[src/hdl/i2cbm_pkg.sv]
`default_nettype none

package i2cbm_pkg;

  // command codes carried by an input item
  typedef enum logic [2:0] {
    OP_START    = 3'd0,
    OP_STOP     = 3'd1,
    OP_WRITE    = 3'd2,
    OP_READ     = 3'd3,
    OP_WAIT_ACK = 3'd4
  } op_e;

  // configuration register indexes
  typedef enum logic [1:0] {
    CFG_SHORT_DELAY = 2'd0,
    CFG_LONG_DELAY  = 2'd1,
    CFG_POLL_LIMIT  = 2'd2
  } cfg_idx_e;

  // sequencer phases
  typedef enum logic [4:0] {
    PH_IDLE   = 5'd0,
    PH_S1     = 5'd1,
    PH_S2     = 5'd2,
    PH_P1     = 5'd3,
    PH_P2     = 5'd4,
    PH_K1     = 5'd5,
    PH_K2     = 5'd6,
    PH_W_LOW  = 5'd7,
    PH_W_HIGH = 5'd8,
    PH_W_GAP  = 5'd9,
    PH_R_LOW  = 5'd10,
    PH_R_HIGH = 5'd11,
    PH_A_LOW  = 5'd12,
    PH_A_HIGH = 5'd13
  } phase_e;

  localparam logic [7:0] SHORT_DELAY_RST = 8'd10;
  localparam logic [7:0] LONG_DELAY_RST  = 8'd20;
  localparam logic [7:0] POLL_LIMIT_RST  = 8'd200;
  localparam logic [3:0] BITS_PER_BYTE   = 4'd8;

  // one tick as it enters the block
  typedef struct packed {
    logic       cmd_valid;
    logic [2:0] op;
    logic [7:0] tx_byte;
    logic       ack_after_read;
    logic       sda_in;
  } item_t;

  // line levels and status after one tick
  typedef struct packed {
    logic       scl_out;
    logic       sda_pull_low;
    logic       busy_res;
    logic       done_res;
    logic [7:0] rx_byte;
    logic       ack_ok;
  } res_t;

endpackage

`default_nettype wire

[src/hdl/i2cbm_in_stage.sv]
`default_nettype none

module i2cbm_in_stage
  import i2cbm_pkg::*;
(
  input  wire   clk_i,
  input  wire   rst_ni,
  input  wire   in_valid_i,
  output logic  in_ready_o,
  input  item_t item_i,
  input  wire   take_i,
  output logic  valid_o,
  output item_t item_o
);

  logic  valid_q, valid_d;
  item_t item_q;

  // free, or emptied by the core in this cycle
  assign in_ready_o = !valid_q || take_i;

  always_comb begin
    valid_d = valid_q;
    if (in_ready_o) begin
      valid_d = in_valid_i;
    end
  end

  // valid flag
  always_ff @(posedge clk_i or negedge rst_ni) begin
    if (!rst_ni) begin
      valid_q <= 1'b0;
    end else begin
      valid_q <= valid_d;
    end
  end

  // item payload
  always_ff @(posedge clk_i) begin
    if (in_ready_o && in_valid_i) begin
      item_q <= item_i;
    end
  end

  assign valid_o = valid_q;
  assign item_o  = item_q;

endmodule

`default_nettype wire

[src/hdl/i2cbm_core.sv]
`default_nettype none

module i2cbm_core
  import i2cbm_pkg::*;
#(
  parameter int DELAY_BITS = 8
) (
  input  wire        clk_i,
  input  wire        rst_ni,
  input  wire        cfg_we_i,
  input  wire  [1:0] cfg_index_i,
  input  wire  [7:0] cfg_data_i,
  input  wire        step_i,
  input  item_t      item_i,
  output res_t       res_o
);

  localparam int CMP_W = (DELAY_BITS > 8) ? DELAY_BITS : 8;
  localparam logic [DELAY_BITS-1:0] DELAY_MAX = '1;
  localparam logic [DELAY_BITS-1:0] DELAY_ONE = DELAY_BITS'(1);

  // clamp a delay register to one tick at least and to the counter range
  function automatic logic [DELAY_BITS-1:0] sat_delay(input logic [7:0] d);
    logic [7:0]       e;
    logic [CMP_W-1:0] w;
    e = (d == 8'd0) ? 8'd1 : d;
    w = CMP_W'(e);
    if (w > CMP_W'(DELAY_MAX)) begin
      return DELAY_MAX;
    end
    return DELAY_BITS'(w);
  endfunction

  logic [7:0] short_q, long_q, limit_q;

  phase_e                phase_q, phase_d;
  logic [3:0]            bit_q, bit_d;
  logic [DELAY_BITS-1:0] dly_q, dly_d;
  logic [7:0]            shift_q, shift_d;
  logic [7:0]            poll_q, poll_d;
  logic                  scl_q, scl_d;
  logic                  sda_rel_q, sda_rel_d;
  logic [7:0]            recv_q, recv_d;
  logic                  ack_res_q, ack_res_d;
  logic                  send_ack_q, send_ack_d;
  logic                  done;
  logic [DELAY_BITS-1:0] short_dly, long_dly;
  logic [3:0]            bit_inc;

  assign short_dly = sat_delay(short_q);
  assign long_dly  = sat_delay(long_q);
  assign bit_inc   = bit_q + 4'd1;

  // configuration registers
  always_ff @(posedge clk_i or negedge rst_ni) begin
    if (!rst_ni) begin
      short_q <= SHORT_DELAY_RST;
      long_q  <= LONG_DELAY_RST;
      limit_q <= POLL_LIMIT_RST;
    end else if (cfg_we_i) begin
      unique case (cfg_index_i)
        CFG_SHORT_DELAY: short_q <= cfg_data_i;
        CFG_LONG_DELAY:  long_q  <= cfg_data_i;
        CFG_POLL_LIMIT:  limit_q <= cfg_data_i;
        default: ;
      endcase
    end
  end

  // next state for one tick
  always_comb begin
    phase_d    = phase_q;
    bit_d      = bit_q;
    dly_d      = dly_q;
    shift_d    = shift_q;
    poll_d     = poll_q;
    scl_d      = scl_q;
    sda_rel_d  = sda_rel_q;
    recv_d     = recv_q;
    ack_res_d  = ack_res_q;
    send_ack_d = send_ack_q;
    done       = 1'b0;
    if (phase_q == PH_IDLE) begin
      // command launch, unknown codes change nothing
      if (item_i.cmd_valid) begin
        unique case (item_i.op)
          OP_START: begin
            sda_rel_d = 1'b1;
            scl_d     = 1'b1;
            dly_d     = short_dly;
            phase_d   = PH_S1;
          end
          OP_STOP: begin
            scl_d     = 1'b0;
            sda_rel_d = 1'b0;
            dly_d     = short_dly;
            phase_d   = PH_P1;
          end
          OP_WRITE: begin
            bit_d     = 4'd0;
            scl_d     = 1'b0;
            sda_rel_d = item_i.tx_byte[7];
            shift_d   = {item_i.tx_byte[6:0], 1'b0};
            dly_d     = long_dly;
            phase_d   = PH_W_LOW;
          end
          OP_READ: begin
            shift_d    = 8'd0;
            bit_d      = 4'd0;
            sda_rel_d  = 1'b1;
            scl_d      = 1'b0;
            send_ack_d = item_i.ack_after_read;
            dly_d      = long_dly;
            phase_d    = PH_R_LOW;
          end
          OP_WAIT_ACK: begin
            sda_rel_d = 1'b1;
            scl_d     = 1'b1;
            poll_d    = 8'd0;
            dly_d     = short_dly;
            phase_d   = PH_K1;
          end
          default: ;
        endcase
      end
    end else if (dly_q > DELAY_ONE) begin
      dly_d = dly_q - DELAY_ONE;
    end else begin
      // step of the running sequence
      unique case (phase_q)
        PH_S1: begin
          sda_rel_d = 1'b0;
          dly_d     = short_dly;
          phase_d   = PH_S2;
        end
        PH_S2: begin
          scl_d   = 1'b0;
          phase_d = PH_IDLE;
          done    = 1'b1;
        end
        PH_P1: begin
          scl_d   = 1'b1;
          dly_d   = short_dly;
          phase_d = PH_P2;
        end
        PH_P2: begin
          sda_rel_d = 1'b1;
          phase_d   = PH_IDLE;
          done      = 1'b1;
        end
        PH_K1, PH_K2: begin
          if (!item_i.sda_in) begin
            scl_d     = 1'b0;
            ack_res_d = 1'b1;
            phase_d   = PH_IDLE;
            done      = 1'b1;
          end else if (poll_q >= limit_q) begin
            // timeout runs a stop
            ack_res_d = 1'b0;
            scl_d     = 1'b0;
            sda_rel_d = 1'b0;
            dly_d     = short_dly;
            phase_d   = PH_P1;
          end else begin
            poll_d  = poll_q + 8'd1;
            dly_d   = short_dly;
            phase_d = PH_K2;
          end
        end
        PH_W_LOW: begin
          scl_d   = 1'b1;
          dly_d   = long_dly;
          phase_d = PH_W_HIGH;
        end
        PH_W_HIGH: begin
          scl_d   = 1'b0;
          dly_d   = short_dly;
          phase_d = PH_W_GAP;
        end
        PH_W_GAP: begin
          bit_d = bit_inc;
          if (bit_inc >= BITS_PER_BYTE) begin
            phase_d = PH_IDLE;
            done    = 1'b1;
          end else begin
            sda_rel_d = shift_q[7];
            shift_d   = {shift_q[6:0], 1'b0};
            dly_d     = long_dly;
            phase_d   = PH_W_LOW;
          end
        end
        PH_R_LOW: begin
          scl_d   = 1'b1;
          shift_d = {shift_q[6:0], item_i.sda_in};
          dly_d   = long_dly;
          phase_d = PH_R_HIGH;
        end
        PH_R_HIGH: begin
          bit_d = bit_inc;
          scl_d = 1'b0;
          if (bit_inc >= BITS_PER_BYTE) begin
            sda_rel_d = !send_ack_q;
            dly_d     = short_dly;
            phase_d   = PH_A_LOW;
          end else begin
            dly_d   = long_dly;
            phase_d = PH_R_LOW;
          end
        end
        PH_A_LOW: begin
          scl_d   = 1'b1;
          dly_d   = short_dly;
          phase_d = PH_A_HIGH;
        end
        PH_A_HIGH: begin
          scl_d   = 1'b0;
          recv_d  = shift_q;
          phase_d = PH_IDLE;
          done    = 1'b1;
        end
        default: begin
          phase_d = PH_IDLE;
        end
      endcase
    end
  end

  // sequencer state, advances once per item
  always_ff @(posedge clk_i or negedge rst_ni) begin
    if (!rst_ni) begin
      phase_q    <= PH_IDLE;
      bit_q      <= 4'd0;
      dly_q      <= '0;
      shift_q    <= 8'd0;
      poll_q     <= 8'd0;
      scl_q      <= 1'b1;
      sda_rel_q  <= 1'b1;
      recv_q     <= 8'd0;
      ack_res_q  <= 1'b0;
      send_ack_q <= 1'b0;
    end else if (step_i) begin
      phase_q    <= phase_d;
      bit_q      <= bit_d;
      dly_q      <= dly_d;
      shift_q    <= shift_d;
      poll_q     <= poll_d;
      scl_q      <= scl_d;
      sda_rel_q  <= sda_rel_d;
      recv_q     <= recv_d;
      ack_res_q  <= ack_res_d;
      send_ack_q <= send_ack_d;
    end
  end

  // result reflects the state after this tick
  always_comb begin
    res_o.scl_out      = scl_d;
    res_o.sda_pull_low = !sda_rel_d;
    res_o.busy_res     = (phase_d != PH_IDLE);
    res_o.done_res     = done;
    res_o.rx_byte      = recv_d;
    res_o.ack_ok       = ack_res_d;
  end

endmodule

`default_nettype wire

[src/hdl/i2cbm_out_stage.sv]
`default_nettype none

module i2cbm_out_stage
  import i2cbm_pkg::*;
(
  input  wire  clk_i,
  input  wire  rst_ni,
  input  wire  load_i,
  input  res_t res_i,
  output logic can_take_o,
  output logic out_valid_o,
  input  wire  out_ready_i,
  output res_t res_o
);

  logic valid_q, valid_d;
  res_t res_q;

  assign can_take_o = !valid_q || out_ready_i;

  always_comb begin
    valid_d = valid_q;
    if (can_take_o) begin
      valid_d = load_i;
    end
  end

  // valid flag
  always_ff @(posedge clk_i or negedge rst_ni) begin
    if (!rst_ni) begin
      valid_q <= 1'b0;
    end else begin
      valid_q <= valid_d;
    end
  end

  // result payload
  always_ff @(posedge clk_i) begin
    if (load_i && can_take_o) begin
      res_q <= res_i;
    end
  end

  assign out_valid_o = valid_q;
  assign res_o       = res_q;

endmodule

`default_nettype wire

[src/hdl/i2c_bit_level_master_unit.sv]
// Bit-level I2C master. Each input item is one tick of the bus sequencer: it may carry
// a command (start, stop, write byte, read byte with ACK or NACK, wait for ACK, taken
// only while idle) and always carries the sampled SDA level. Every item yields exactly
// one result item with the SCL level, the SDA pull-low drive, busy, done, the last
// received byte and the last ACK result, as they stand after that tick. Items are taken
// at one per cycle while the result register has room; an accepted item waits in the
// input register until then, and the single-pass next-state logic loads its result
// into the result register as the item moves on.
// Delays count ticks, not clock cycles, and saturate at 2^DELAY_BITS - 1. Configuration
// writes are meant for idle periods only.
`default_nettype none

module i2c_bit_level_master_unit
  import i2cbm_pkg::*;
#(
  parameter int DELAY_BITS = 8
) (
  input  wire        clk_i,
  input  wire        rst_ni,
  input  wire        cfg_we_i,
  input  wire  [1:0] cfg_index_i,
  input  wire  [7:0] cfg_data_i,
  input  wire        in_valid_i,
  output logic       in_ready_o,
  input  wire        cmd_valid_i,
  input  wire  [2:0] op_i,
  input  wire  [7:0] tx_byte_i,
  input  wire        ack_after_read_i,
  input  wire        sda_in_i,
  output logic       out_valid_o,
  input  wire        out_ready_i,
  output logic       scl_out_o,
  output logic       sda_pull_low_o,
  output logic       busy_res_o,
  output logic       done_res_o,
  output logic [7:0] rx_byte_o,
  output logic       ack_ok_o
);

  item_t item_in, item_q;
  logic  in_valid_q;
  logic  can_take;
  logic  step;
  res_t  res_next, res_q;

  assign item_in = '{cmd_valid:      cmd_valid_i,
                     op:             op_i,
                     tx_byte:        tx_byte_i,
                     ack_after_read: ack_after_read_i,
                     sda_in:         sda_in_i};

  // a registered item moves on when the result register has room
  assign step = in_valid_q && can_take;

  i2cbm_in_stage u_in (
    .clk_i      (clk_i),
    .rst_ni     (rst_ni),
    .in_valid_i (in_valid_i),
    .in_ready_o (in_ready_o),
    .item_i     (item_in),
    .take_i     (step),
    .valid_o    (in_valid_q),
    .item_o     (item_q)
  );

  i2cbm_core #(
    .DELAY_BITS (DELAY_BITS)
  ) u_core (
    .clk_i       (clk_i),
    .rst_ni      (rst_ni),
    .cfg_we_i    (cfg_we_i),
    .cfg_index_i (cfg_index_i),
    .cfg_data_i  (cfg_data_i),
    .step_i      (step),
    .item_i      (item_q),
    .res_o       (res_next)
  );

  i2cbm_out_stage u_out (
    .clk_i       (clk_i),
    .rst_ni      (rst_ni),
    .load_i      (step),
    .res_i       (res_next),
    .can_take_o  (can_take),
    .out_valid_o (out_valid_o),
    .out_ready_i (out_ready_i),
    .res_o       (res_q)
  );

  assign scl_out_o      = res_q.scl_out;
  assign sda_pull_low_o = res_q.sda_pull_low;
  assign busy_res_o     = res_q.busy_res;
  assign done_res_o     = res_q.done_res;
  assign rx_byte_o      = res_q.rx_byte;
  assign ack_ok_o       = res_q.ack_ok;

  // a completing tick never reports busy
  a_done_not_busy: assert property (@(posedge clk_i) disable iff (!rst_ni)
    out_valid_o && done_res_o |-> !busy_res_o)
    else $error("done reported together with busy");

  // an item handed to the core shows up as a result next cycle
  a_step_result: assert property (@(posedge clk_i) disable iff (!rst_ni)
    step |=> out_valid_o)
    else $error("stepped item produced no result");

  // input side stalls only when both stages are full
  a_stall_full: assert property (@(posedge clk_i) disable iff (!rst_ni)
    !in_ready_o |-> in_valid_q && out_valid_o && !out_ready_i)
    else $error("input stalled with room in the pipe");

endmodule

`default_nettype wire
[config.mk]
export PLATFORM = sky130hd
export DESIGN_NAME = i2c_bit_level_master_unit
export DESIGN_NICKNAME = d
export VERILOG_FILES = /design/src/hdl/i2cbm_pkg.sv /design/src/hdl/i2cbm_in_stage.sv /design/src/hdl/i2cbm_core.sv /design/src/hdl/i2cbm_out_stage.sv /design/src/hdl/i2c_bit_level_master_unit.sv
export SDC_FILE = /design/constraint.sdc
export NUM_CORES = 1
export LEC_CHECK = 0
export BUFFER_PORTS_ARGS = -buffer_cell sky130_fd_sc_hd__buf_4
export CORE_AREA = 2 2 114 116
export DETAILED_ROUTE_END_ITERATION = 10
export DIE_AREA = 0 0 116 118
export GPL_TIMING_DRIVEN = 1
export PLACE_DENSITY_LB_ADDON = 0.08
export REMOVE_ABC_BUFFERS = 1
export SLEW_MARGIN = 30
export SYNTH_ARGS = -nofsm -noshare
export SYNTH_HDL_FRONTEND = slang
export SYNTH_SLANG_ARGS = --single-unit
[constraint.sdc]
create_clock -name clk_i -period 7.46 [get_ports clk_i]
set_input_delay 0.746 -clock clk_i [delete_from_list [all_inputs] [get_ports clk_i]]
set_output_delay 0.746 -clock clk_i [all_outputs]
set_load 0.1 [all_outputs]
Yosys cells after proc, flatten, opt, wreduce, memory -nomap -nowiden

Index checks and enable logic that the tools add are counted.

Output and inout bits: 15
Logic and storage cells: 174
Register bits: 98

Add/subtract/negate cells: 3
Reduce and logical (&&, ||, !) cells: 41
Muxes and demuxes: 70
Magnitude comparators: 5
Equality and inequality tests: 29

Operators by type and width:

| kind                                                                            | count |
|---|---|
| 8-bit 2-to-1 mux                                                                | 26 |
| 8-bit one-hot mux with 2 select lines                                           | 3 |
| 5-bit one-hot mux with 9 select lines                                           | 1 |
| 8-bit one-hot mux with 5 select lines                                           | 1 |
| 5-bit by 4-bit equality test with 1-bit output, second input constant           | 6 |
| 5-bit one-hot mux with 5 select lines                                           | 1 |
| 1-bit 2-to-1 mux                                                                | 21 |
| 5-bit by 3-bit equality test with 1-bit output, second input constant           | 4 |
| 4-bit 2-to-1 mux                                                                | 5 |
| 5-bit 2-to-1 mux                                                                | 4 |
| 8-bit greater-than comparator, second input constant                            | 2 |
| 8-bit logical NOT                                                               | 2 |
| 6-bit AND reduction                                                             | 2 |
| 2-bit OR reduction                                                              | 6 |
| 3-bit OR reduction                                                              | 4 |
| 4-bit OR reduction                                                              | 3 |
| 5-bit by 2-bit equality test with 1-bit output, second input constant           | 2 |
| 3-bit 2-to-1 mux                                                                | 3 |
| 1-bit one-hot mux with 3 select lines                                           | 3 |
| 8-bit by 1-bit adder with 8-bit output, second input constant                   | 1 |
| 8-bit greater-or-equal comparator                                               | 1 |
| 8-bit by 1-bit greater-than comparator with 1-bit output, second input constant | 1 |
| 4-bit by 2-bit != test with 1-bit output, second input constant                 | 2 |
| 8-bit by 1-bit subtractor with 8-bit output, second input constant              | 1 |
| other kinds (28)                                                                | 43 |

Depth between registers and ports, before layout

Gate-level depths: netlist (run 1).

Word-level depth: 9
Mapped depth: 10
Depth with buffers taken out: 8

By module

Synthesis (run 1) repeated with hierarchy kept, for this count alone.

Cell total of the unflattened synthesis: 528
Area, all modules: 5499.0 sq um

By module, submodules not included:

| module                    | cells an instance | area each (sq um) | instances |
|---|---|---|---|
| i2cbm_core                | 492               | 4574.4            | 1 |
| i2cbm_in_stage            | 18                | 474.2             | 1 |
| i2cbm_out_stage           | 17                | 444.2             | 1 |
| i2c_bit_level_master_unit | 1                 | 6.3               | 1 |

Worst setup path after synthesis (run 1)

Ideal clock, no wire load.

Path type: register to register
From: register u_out.valid_q (netlist: u_out.out_valid_o)
To: register, netlist name u_in.item_o[0]
Path slack: 4.610 ns
Arrival: 2.539 ns
Data required time: 7.149 ns
Setup time: 0.311 ns
Path buffers: 0
Stages on the path, launching flop included: 3
Clock period less this slack: 2.850 ns
Cells stage by stage: dfrtp_1 nand3b_1 and2_1

Cells in the longest elaborated chain, start to end: 5

RTL lines:

| item                   | line                            | text |
|---|---|---|
| start, declared        | i2cbm_out_stage.sv:16           | `logic valid_q, valid_d;` |
| start signal, assigned | i2cbm_out_stage.sv:33           | `valid_q <= valid_d;` |
| 1-bit logical NOT      | i2cbm_out_stage.sv:19           | `assign can_take_o = !valid_q \|\| out_ready_i;` |
| 1-bit logical OR       | i2cbm_out_stage.sv:19           |  |
| 1-bit logical AND      | i2c_bit_level_master_unit.sv:53 | `assign step = in_valid_q && can_take;` |
| 1-bit logical OR       | i2cbm_in_stage.sv:20            | `assign in_ready_o = !valid_q \|\| take_i;` |
| named net in_ready_o   | i2c_bit_level_master_unit.sv:24 | `output logic in_ready_o,` |
| 1-bit logical AND      | i2cbm_in_stage.sv:40            | `if (in_ready_o && in_valid_i) begin` |

The timed path passes the listed nets, and every way through them passes these cells.
A chain may end at the register's enable or synchronous reset.

Worst setup path in the final report (run 1)

From: register u_core.phase_q[1]
To: register u_core.poll_q[5]

Cells in the longest elaborated chain, start to end: 4

RTL lines:

| item                                           | line              | text |
|---|---|---|
| start, declared                                | i2cbm_core.sv:36  | `phase_e phase_q, phase_d;` |
| start signal, assigned                         | i2cbm_core.sv:242 | `phase_q <= phase_d;` |
| 5-bit by 3-bit equality test with 1-bit output | i2cbm_core.sv:130 | `unique case (phase_q)` |
| 2-bit OR reduction                             | i2cbm_core.sv:130 |  |
| 2-bit nonzero test (no line)                   | n/a               |  |
| 7-bit AND reduction (no line)                  | n/a               |  |
| end signal, assigned                           | i2cbm_core.sv:246 | `poll_q <= poll_d;` |
| end, declared                                  | i2cbm_core.sv:40  | `logic [7:0] poll_q, poll_d;` |

Several ways; a longest one is shown, not always the timed one.

==> results of run 1 <==
-- cells by family (layout without fill, tap and decap cells) --
kind of cell             count (synthesis)  count (layout)  share of synthesized area [%]
AO/OA/AOI/OAI                          127             127                           15.3
XOR/XNOR                                 9               9                           1.44
adder cells (fa/ha/maj)                 12              12                           2.75
buffers and inverters                   45              82                           3.27
flip-flops                              98              98                           47.5
multiplexers                            61              61                           12.3
AND/OR/NAND/NOR                        180             180                           17.4
-- cells in the final DEF (no fill, tap or decap), types with 4 or more instances in the layout --
master and n:
a21oi_1 16, a2bb2oi_1 4, a31oi_1 6, and2_1 5
and3_1 5, buf_4 46, clkbuf_16 9, dfrtp_1 62
dfstp_2 9, edfxtp_1 27, ha_1 12, inv_1 19
mux2_2 51, mux2i_1 10, nand2_1 52, nand2b_1 9
nand3_1 19, nand3b_1 6, nand4_1 4, nor2_1 28
nor2b_1 11, nor3_1 7, nor3b_1 10, nor4_1 5
o211ai_1 4, o21a_1 12, o21ai_0 39, o22a_1 4
o22ai_1 7, o31ai_1 4, or4_1 5, xnor2_1 6
-- cell type report --
class	instances	area, um^2	area share (%)
Clock inverter	5	53.8	0.863
Timing Repair Buffer	47	357	5.72
Inverter	19	71.3	1.14
Multi-Input combinational cell	389	2700	43.4
Tap cell	172	215	3.45
Sequential cell	98	2600	41.7
Clock buffer	11	233	3.73
-- worst max-delay path: stages (launching register included) --
cell     delay, ps
dfrtp_1        620
or2_2          460
or4_1          410
buf_4          260
mux2_2         320
nor3b_1        670
nor2b_1        100
mux2_2         280
-- per-stage QoR --
| step | cell area, um^2 | std cells |
|---|---|---|
| floorplan | 5360 | 506 |
| global placement | 5930 | 725 |
| detailed placement | 5940 | 725 |
| CTS | 6220 | 741 |
| global route | 6230 | 741 |
| finish | 6230 | 741 |
-- path summary, 6_finish.rpt --
path	startpoint	endpoint	slack, ps	depth (start not counted)
max	u_core.phase_q[1]$_DFFE_PN0P_	u_core.poll_q[5]$_DFFE_PN0P_	4210	7
min	rst_ni	u_core.phase_q[0]$_DFFE_PN0P_	390	1
max reg2reg	u_core.phase_q[1]$_DFFE_PN0P_	u_core.poll_q[5]$_DFFE_PN0P_	4210	7
min reg2reg	u_in.item_o[1]$_DFFE_PP_	u_core.send_ack_q$_DFFE_PN0P_	480	1
max in group asynchronous	rst_ni	u_core.bit_q[3]$_DFFE_PN0P_	6590	1
min in group clk_i	u_in.item_o[1]$_DFFE_PP_	u_core.send_ack_q$_DFFE_PN0P_	480	1
-- state kept, by name, indices dropped and copies added (netlist names) --
register / flops
u_core.ack_res_q: 1
u_core.bit_q: 4
u_core.dly_q: 8
u_core.limit_q: 8
u_core.long_q: 8
u_core.phase_q: 5
u_core.poll_q: 8
u_core.recv_q: 8
u_core.scl_q: 1
u_core.sda_rel_q: 1
u_core.send_ack_q: 1
u_core.shift_q: 8
u_core.short_q: 8
u_in.item_o: 14
u_in.valid_o: 1
u_out.out_valid_o: 1
u_out.res_o: 13
-- power by group through the flow --
stage	clock (W)	combinational, W	sequential, W
3_5_place_dp	0	0.000599	0.000782
6_report	0.000460	0.000606	0.000777
5_1_grt	0.000492	0.000673	0.000791
2_1_floorplan	0	0.000406	0.000783
4_1_cts	0.000472	0.000602	0.000772
3_3_place_gp	0	0.000597	0.000781
-- synth_stat cells (all sizes together), types with 7 or more instances --
master / number / area [um^2]
clkbuf: 20 / 75.1
o21a: 12 / 90.1
inv: 19 / 71.3
nor4: 7 / 50.1
nor3: 8 / 51.3
nand2: 52 / 195
nor2: 29 / 111
o22ai: 7 / 43.8
edfxtp: 27 / 811
dfrtp: 62 / 1550
a21oi: 19 / 98.9
mux2: 51 / 574
nor3b: 10 / 75.1
nor2b: 11 / 68.8
o21ai: 39 / 195
dfstp: 9 / 236
nand3: 19 / 95.1
mux2i: 10 / 100
nand2b: 9 / 56.3
ha: 12 / 150
-- layer usage --
layer | vias to the layer above | part of all wire, %
met4 | 0 | 2.0
li1 | 2032 | -
met3 | 23 | 5.3
met2 | 120 | 47
met5 | - | 0
met1 | 2076 | 46
==> flow_metrics.tcl, run 1 <==
set metrics [dict create \
    cts_buffers 9 \
    syn_avg_cell_area_um2 10.3 \
    grt_overflow 0 \
    final_nets 605 \
    fin_crit_ps 3250 \
    power_density_mw_per_mm2 296 \
    p_leak_nw 2.55 \
    post-cts-setup-buffers 0 \
    die-area_mm2 0.0137 \
    n_fill_cell 1184 \
    cts_hold_buf 0 \
    io_buffers 43 \
    vias 4251 \
    drc 0 \
    hpwl_um 9630 \
    comb_power_share_pct 32.9 \
    diodes 0 \
    swShare_pct 37.7 \
    clock_latency_ps 350 \
    pre_cts_ws_ps 4270 \
    die_x_um 116 \
    crit_path_start_kind "flop" \
    grt_busiest_layer "met2" \
    cts_resized 0 \
    grt_pass1_vias 4194 \
    worstMarginPinSlew_ps 985 \
    rsz0062_at_grt "no" \
    grt_use_total_pct 21.1 \
    endpoint_kind "flop" \
    rows 41 \
    hold_viol 0 \
    ys_ff_latch 98 \
    wl_per_cell_um 18.3 \
    critPathArrivalTime_ps 3480 \
    via_per_inst 5.74 \
    grtUsageMet1_pct 30.0 \
    p_sw_w 0.000694 \
    cts_sinks 98 \
    hold_ws_ps 392 \
    setup_tns_ps 0 \
    cts_tree "built" \
    synthDistinctLibCells 61 \
    p_clk_share_pct 24.9 \
    required_ps 7690 \
    cts_buffer_depth 2 \
    power.total_w 0.00184 \
    drt_iter0_drc 277 \
    yosysSeqAreaShare_pct 47.5 \
    synth-warning-count 0 \
    timing.critical_path.fanout_max 30 \
    ys.flop_type "dfrtp_1" \
    p_int_w 0.00115 \
    slew_viol_final 0 \
    max_slew_margin_pct 33.8 \
    status "finished clean" \
    wl_um 13600 \
    drv_cap 0 \
    clkSlewWorstSetupHoldPaths_ps 70 \
    antenna_found_initial 0 \
    grt_max_degree 72 \
    peakVddDrop_uv 154 \
    globalRouteMet3Util_pct 4.22 \
    start_util_pct 44.0 \
    timing.fmax_ghz 0.308 \
    core_mm2 0.0124 \
    netlist_area_mm2 0.00547 \
    place_congestion 0.960 \
    fin_crit_sh_pct 43.6 \
    root_buffer "clkbuf_16" \
    synth_edf_count 27 \
    drtPass1Iterations 7 \
    setup_ws_ps 4210 \
    die_h_um 118 \
    grt_pass1_wl_um 22400 \
    skew_ps 8.13 \
    synthCells 532 \
    synthArstFlopShare_pct 72.4 \
    cts_max_level 3 \
    ios 44 \
    ant_nets 0 \
    pwr-share-seq_pct 42.2 \
    use_met2_pct 31.9 \
    syn2layout_area_growth_pct 14.0 \
    fin_util_pct 50.2 \
    drive_gt1_share_pct 22.8 \
    setup_viol 0 \
    crit_type "flop to flop" \
    hp-class "primary input to async pin" \
]
Power figures use the tool's default switching activity.
==> inputs of run 2 (changes only) <==
==> constraint.sdc (replaced) <==
create_clock -name clk_i -period 3.33 [get_ports clk_i]
set_input_delay 0.333 -clock clk_i [delete_from_list [all_inputs] [get_ports clk_i]]
set_output_delay 0.333 -clock clk_i [all_outputs]
set_load 0.1 [all_outputs]
==> run 2 against run 1 <==
The flow now finishes with violations (hold timing). Via count increased by 1.5%. Clock power is 130% higher. Sequential share of layout area fell by 0.67 points. Die area unchanged. Fmax is 14% higher. Critical path depth shrank 2. Register-to-register slack got worse by 3700 ps. Utilization is 0.82 points higher. Clock skew is 0.57 ps higher. Wire length shrank 1.3%. Worst setup slack got worse by 3700 ps. Sequential cell count did not move. Largest power group unchanged.
==> flow_metrics.tcl, run 2 (synthesis gave the netlist of run 1 again) <==
set metrics [dict create \
    crit_family "simple AND/OR/NAND/NOR gates" \
    p_int_w 0.00261 \
    rsz0062_at_grt "no" \
    crit_path_start_kind "flop" \
    hp-class "primary input to async pin" \
    fin_crit_sh_pct 85.6 \
    pwr-share-seq_pct 38.8 \
    cts_sinks 98 \
    max_slew_margin_pct 51.1 \
    root_buffer "clkbuf_16" \
    grt_max_degree 72 \
    antenna_found_initial 0 \
    layout_common_cells "dfrtp_1 (62), buf_4 (58), nand2_1 (52)" \
    dpl_cell_area_mm2 0.00602 \
    cts_resized 0 \
    swShare_pct 37.5 \
    skew_ps 8.69 \
    place_inst 737 \
    cts_buffer_depth 2 \
    cp_cell_sequence "or4_4 > or4_1 > nor3_4 > and2_1 > mux2_2" \
    layout_commonest_cell "dfrtp_1" \
    wl_per_cell_um 17.8 \
    grt_use_total_pct 21.1 \
    pre_cts_ws_ps 451 \
    slew_viol_final 0 \
    crit_buf_inv 0 \
    die-area_mm2 0.0137 \
    vias 4316 \
    p_sw_w 0.00157 \
    violations "hold timing" \
    io_buffers 43 \
    clkSlewWorstSetupHoldPaths_ps 70 \
    grt_pass1_wl_um 22200 \
    cts_buffers 9 \
    drive_gt1_share_pct 25.0 \
    hpwl_um 9740 \
    comb_power_share_pct 35.7 \
    grt_overflow 0 \
    crit_type "flop to flop" \
    die_h_um 118 \
    cts_hold_buf 0 \
    setup_ws_ps 481 \
    start_util_pct 44.0 \
    p_clk_share_pct 25.4 \
    wl_um 13400 \
    largest_reg_flops 14 \
    endpoint_kind "flop" \
    die_x_um 116 \
    timing.fmax_ghz 0.351 \
    peakVddDrop_uv 316 \
    critPathArrivalTime_ps 3090 \
    rows 41 \
    status "finished with violations" \
    final_area_mm2 0.00633 \
    p_leak_nw 2.63 \
    fin_crit_ps 2850 \
    fin_util_pct 51.0 \
    drtPass1Iterations 5 \
    final_nets 617 \
    drv_cap 0 \
    setup_viol 0 \
    grt_pass1_vias 4119 \
    ios 44 \
    core_mm2 0.0124 \
    slowest_delay_ps 710 \
    clock_latency_ps 360 \
    worstMarginPinSlew_ps 734 \
    drc 0 \
    cp_slowest_cell "or4_1" \
    post-cts-setup-buffers 0 \
    finalNonFillerCells 753 \
    hold_ws_ps -20.2 \
    required_ps 3570 \
    power_density_mw_per_mm2 661 \
    ant_nets 0 \
    hold_viol 19 \
    place_congestion 0.921 \
    timing.critical_path.fanout_max 8 \
    via_per_inst 5.73 \
    cts_tree "built" \
    syn2layout_area_growth_pct 15.8 \
    cts_max_level 3 \
    diodes 0 \
    drt_iter0_drc 265 \
]
## run 2: changes by cell type in the layout (fill, tap and decap cells not counted)
cell | previous run | this run
buf_4 | 46 | 58
clkbuf_1 | 2 | 0
clkinv_1 | 2 | 0
clkinv_2 | 0 | 2
a21oi_1 | 16 | 17
a21oi_2 | 3 | 2
clkinv_4 | 0 | 1
inv_8 | 0 | 1
## run 2: layout make-up
type / instances / area (um^2)
Fill cell: 1180 / 6080
Multi-Input combinational cell: 389 / 2700
Sequential cell: 98 / 2600
Timing Repair Buffer: 59 / 447
Clock buffer: 9 / 225
Tap cell: 172 / 215
Clock inverter: 7 / 76.3
Inverter: 19 / 71.3
## run 2: worst reg2reg max path, delay by kind of cell (launching register included)
family | cells | cell delay [ps]
AND/OR/NAND/NOR | 4 | 1940
multiplexers | 1 | 390
flip-flops | 1 | 410
## run 2: through the flow
stage	power (W)	setup TNS [ps]
floorplan	0.00266	-3590
global placement	0.00309	0
detailed placement	0.00312	0
CTS	0.00419	0
global route	0.00445	0
finish	0.00418	0
## run 2: power by group through the flow
stage,Combinational (W),Clock (W),Sequential (W)
final,0.00150,0.00106,0.00163
after global routing,0.00165,0.00114,0.00166
after CTS,0.00148,0.00109,0.00162
after detailed placement,0.00148,0,0.00165
after global placement,0.00145,0,0.00164
after floorplan,0.000910,0,0.00175
## run 2: metal layers
layer	up-vias	global-route usage, %	part of all wire, %
li1	2061	-	-
met1	2105	30.9	46
met2	134	31.4	46
met3	16	2.99	5.3
met4	0	8.18	1.9
met5	-	0	0
## run 2: worst paths after layout
| check | start | endpoint | slack, ps | cells past startpoint |
|---|---|---|---|---|
| setup / recovery | u_core.dly_q[5]$_DFFE_PN0P_ | u_core.recv_q[4]$_DFFE_PN0P_ | 480 | 5 |
| hold / removal | rst_ni | u_core.poll_q[4]$_DFFE_PN0P_ | -20 | 1 |
| setup reg to reg | u_core.dly_q[5]$_DFFE_PN0P_ | u_core.recv_q[4]$_DFFE_PN0P_ | 480 | 5 |
| hold reg to reg | u_in.item_o[1]$_DFFE_PP_ | u_core.send_ack_q$_DFFE_PN0P_ | 490 | 1 |
| max in group asynchronous | rst_ni | u_core.recv_q[0]$_DFFE_PN0P_ | 2880 | 1 |
| min in group clk_i | tx_byte_i[3] | u_in.item_o[5]$_DFFE_PP_ | 150 | 1 |
==> inputs of run 3 (changes only) <==
--- a/config.mk
+++ b/config.mk
@@ -15,4 +15,5 @@
 export SLEW_MARGIN = 30
 export SYNTH_ARGS = -nofsm -noshare
 export SYNTH_HDL_FRONTEND = slang
+export SYNTH_HIERARCHICAL = 1
 export SYNTH_SLANG_ARGS = --single-unit
==> constraint.sdc (replaced) <==
create_clock -name clk_i -period 3.33 [get_ports clk_i]
set_input_delay 0.333 -clock clk_i [delete_from_list [all_inputs] [get_ports clk_i]]
set_output_delay 0.333 -clock clk_i [all_outputs]
set_load 0.005 [all_outputs]
==> run 3 against run 2 <==
The flow still finishes with violations (hold timing). Via count decreased by 2.9%. Combinational power decreased by 16%. Die area unchanged. First-iteration DRC count increased by 32%. Critical path type unchanged. Critical endpoint is now u_core/poll_q[7]$_DFFE_PN0P_. Highest routed layer unchanged.
==> flow_metrics.tcl, run 3 <==
set metrics [dict create \
    wl_per_cell_um 17.5 \
    critPathArrivalTime_ps 3140 \
    grt_pass1_wl_um 21700 \
    io_buffers 43 \
    synthCells 528 \
    drv_cap 0 \
    fin_crit_sh_pct 87.2 \
    cp_cell_sequence "nor4_1 > and2_0 > nand3_1 > nand3_1 > and4bb_2 > a211o_1" \
    crit_type "flop to flop" \
    rows 41 \
    required_ps 3570 \
    synthDistinctLibCells 76 \
    vias 4191 \
    antenna_found_initial 0 \
    max_slew_margin_pct 47.4 \
    setup_tns_ps 0 \
    cts_buffers 9 \
    grt_use_total_pct 20.4 \
    synthArstFlopShare_pct 72.4 \
    die_x_um 116 \
    cts_buffer_depth 2 \
    cts_hold_buf 0 \
    post-cts-setup-buffers 0 \
    via_per_inst 5.61 \
    synth.largest_area_cell "dfrtp_1" \
    drt_iter0_drc 349 \
    clkSlewWorstSetupHoldPaths_ps 70 \
    synth_top_area_share_pct 28.2 \
    core_mm2 0.0124 \
    grt_pass1_vias 4200 \
    cpMostUsedCell "nand3_1" \
    clock_latency_ps 360 \
    fin_util_pct 50.9 \
    p_leak_nw 2.65 \
    endpoint_kind "flop" \
    die_h_um 118 \
    fin_crit_ps 2900 \
    worstMarginPinSlew_ps 779 \
    drc 0 \
    yosys-top-cells-count "dfrtp_1 (62), nand2_1 (44), nor2_1 (41)" \
    synth_edf_count 27 \
    cts_resized 0 \
    layout_common_cells "dfrtp_1 (62), buf_4 (55), nand2_1 (44)" \
    syn_avg_cell_area_um2 10.4 \
    place_congestion 0.915 \
    hp-class "primary input to async pin" \
    netlist_area_mm2 0.00550 \
    cp_slowest_cell "nor4_1" \
    die-area_mm2 0.0137 \
    diodes 0 \
    power_density_mw_per_mm2 628 \
    peakVddDrop_uv 435 \
    crit_path_start_kind "flop" \
    yosysSeqAreaShare_pct 47.3 \
    cts_sinks 98 \
    start_util_pct 44.3 \
    timing.critical_path.fanout_max 13 \
    grt_max_degree 72 \
    wl_um 13100 \
    cts_tree "built" \
    rsz0062_at_grt "no" \
    cts_max_level 3 \
    yosys-top-cells-area "dfrtp_1 (28%), edfxtp_1 (15%), mux2_2 (7.4%)" \
    synth-warning-count 6 \
    hold_viol 9 \
    syn2layout_area_growth_pct 14.9 \
    slew_viol_final 0 \
    status "finished with violations" \
    ant_nets 0 \
    ys.flop_type "dfrtp_1" \
    skew_ps 8.62 \
    layout_commonest_cell "dfrtp_1" \
    root_buffer "clkbuf_16" \
    setup_viol 0 \
    synth_most_common_cell "dfrtp_1" \
    final_nets 611 \
    violations "hold timing" \
    grt_overflow 0 \
    slowest_delay_ps 610 \
    ys_ff_latch 98 \
    drive_gt1_share_pct 25.0 \
    hpwl_um 9690 \
    hold_ws_ps -12.6 \
    ios 44 \
    timing.fmax_ghz 0.344 \
    drtPass1Iterations 5 \
    largest_reg_flops 14 \
]
-- run 3: power by group --
part           internal [W]  switching, W  leakage [nW]  total, W
combinational      0.000536      0.000724          1.38   0.00126
clock              0.000590      0.000476         0.148   0.00107
sequential          0.00145      0.000196          1.12   0.00164
total               0.00257       0.00140          2.65   0.00397
-- run 3: area by class of cell --
| type | count | area [um^2] |
|---|---|---|
| repair buffers | 56 | 424 |
| inverters | 21 | 78.8 |
| well taps | 172 | 215 |
| clock buffers | 9 | 225 |
| clock inverters | 7 | 76.3 |
| fillers | 1165 | 6090 |
| multi-input cells | 384 | 2700 |
| flip-flops and latches | 98 | 2600 |
-- run 3: logic make-up after synthesis --
logic type	after synthesis	share of synthesized area, %
AND/OR/NAND/NOR	186	18.4
AO/OA/AOI/OAI	134	17.1
flip-flops	98	47.3
multiplexers	47	10.1
buffers and inverters	46	3.62
adder cells (fa/ha/maj)	12	2.73
XOR/XNOR	5	0.797
-- run 3: per-layer routing --
metal	track usage [%]	vias to the layer above	routed length, um
met5	0	-	0
met4	6.47	0	235
met3	5.20	21	694
met2	32.4	120	6170
met1	27.2	2004	5970
li1	-	2046	-
-- run 3: worst paths after layout --
check / start / endpoint / slack, ps / depth (start not counted)
setup / recovery: u_core/phase_q[1]$_DFFE_PN0P_ / u_core/poll_q[7]$_DFFE_PN0P_ / 430 / 6
hold / removal: rst_ni / u_core/recv_q[5]$_DFFE_PN0P_ / -10 / 1
max in group asynchronous: rst_ni / u_core/limit_q[0]$_DFFE_PN0P_ / 2880 / 1
setup reg to reg: u_core/phase_q[1]$_DFFE_PN0P_ / u_core/poll_q[7]$_DFFE_PN0P_ / 430 / 6
hold reg to reg: u_core/bit_q[2]$_DFFE_PN0P_ / u_core/bit_q[2]$_DFFE_PN0P_ / 490 / 1
min in group clk_i: tx_byte_i[2] / u_in/item_o[4]$_DFFE_PP_ / 150 / 1
-- run 3: metrics by stage --
| step | instances | area [um^2] | setup WS (ps) | power, W |
|---|---|---|---|---|
| floorplan | 503 | 5380 | 534 | 0.00248 |
| global placement | 731 | 6010 | 469 | 0.00290 |
| detailed placement | 731 | 6010 | 476 | 0.00291 |
| CTS | 747 | 6320 | 441 | 0.00400 |
| global route | 747 | 6320 | 231 | 0.00421 |
| finish | 747 | 6320 | 426 | 0.00397 |
-- run 3: critical path: cells and delay by family (launching register included) --
| family | cells | cell delay [ps] |
|---|---|---|
| AO/OA/AOI/OAI | 1 | 220 |
| flip-flops | 1 | 530 |
| AND/OR/NAND/NOR | 5 | 2030 |
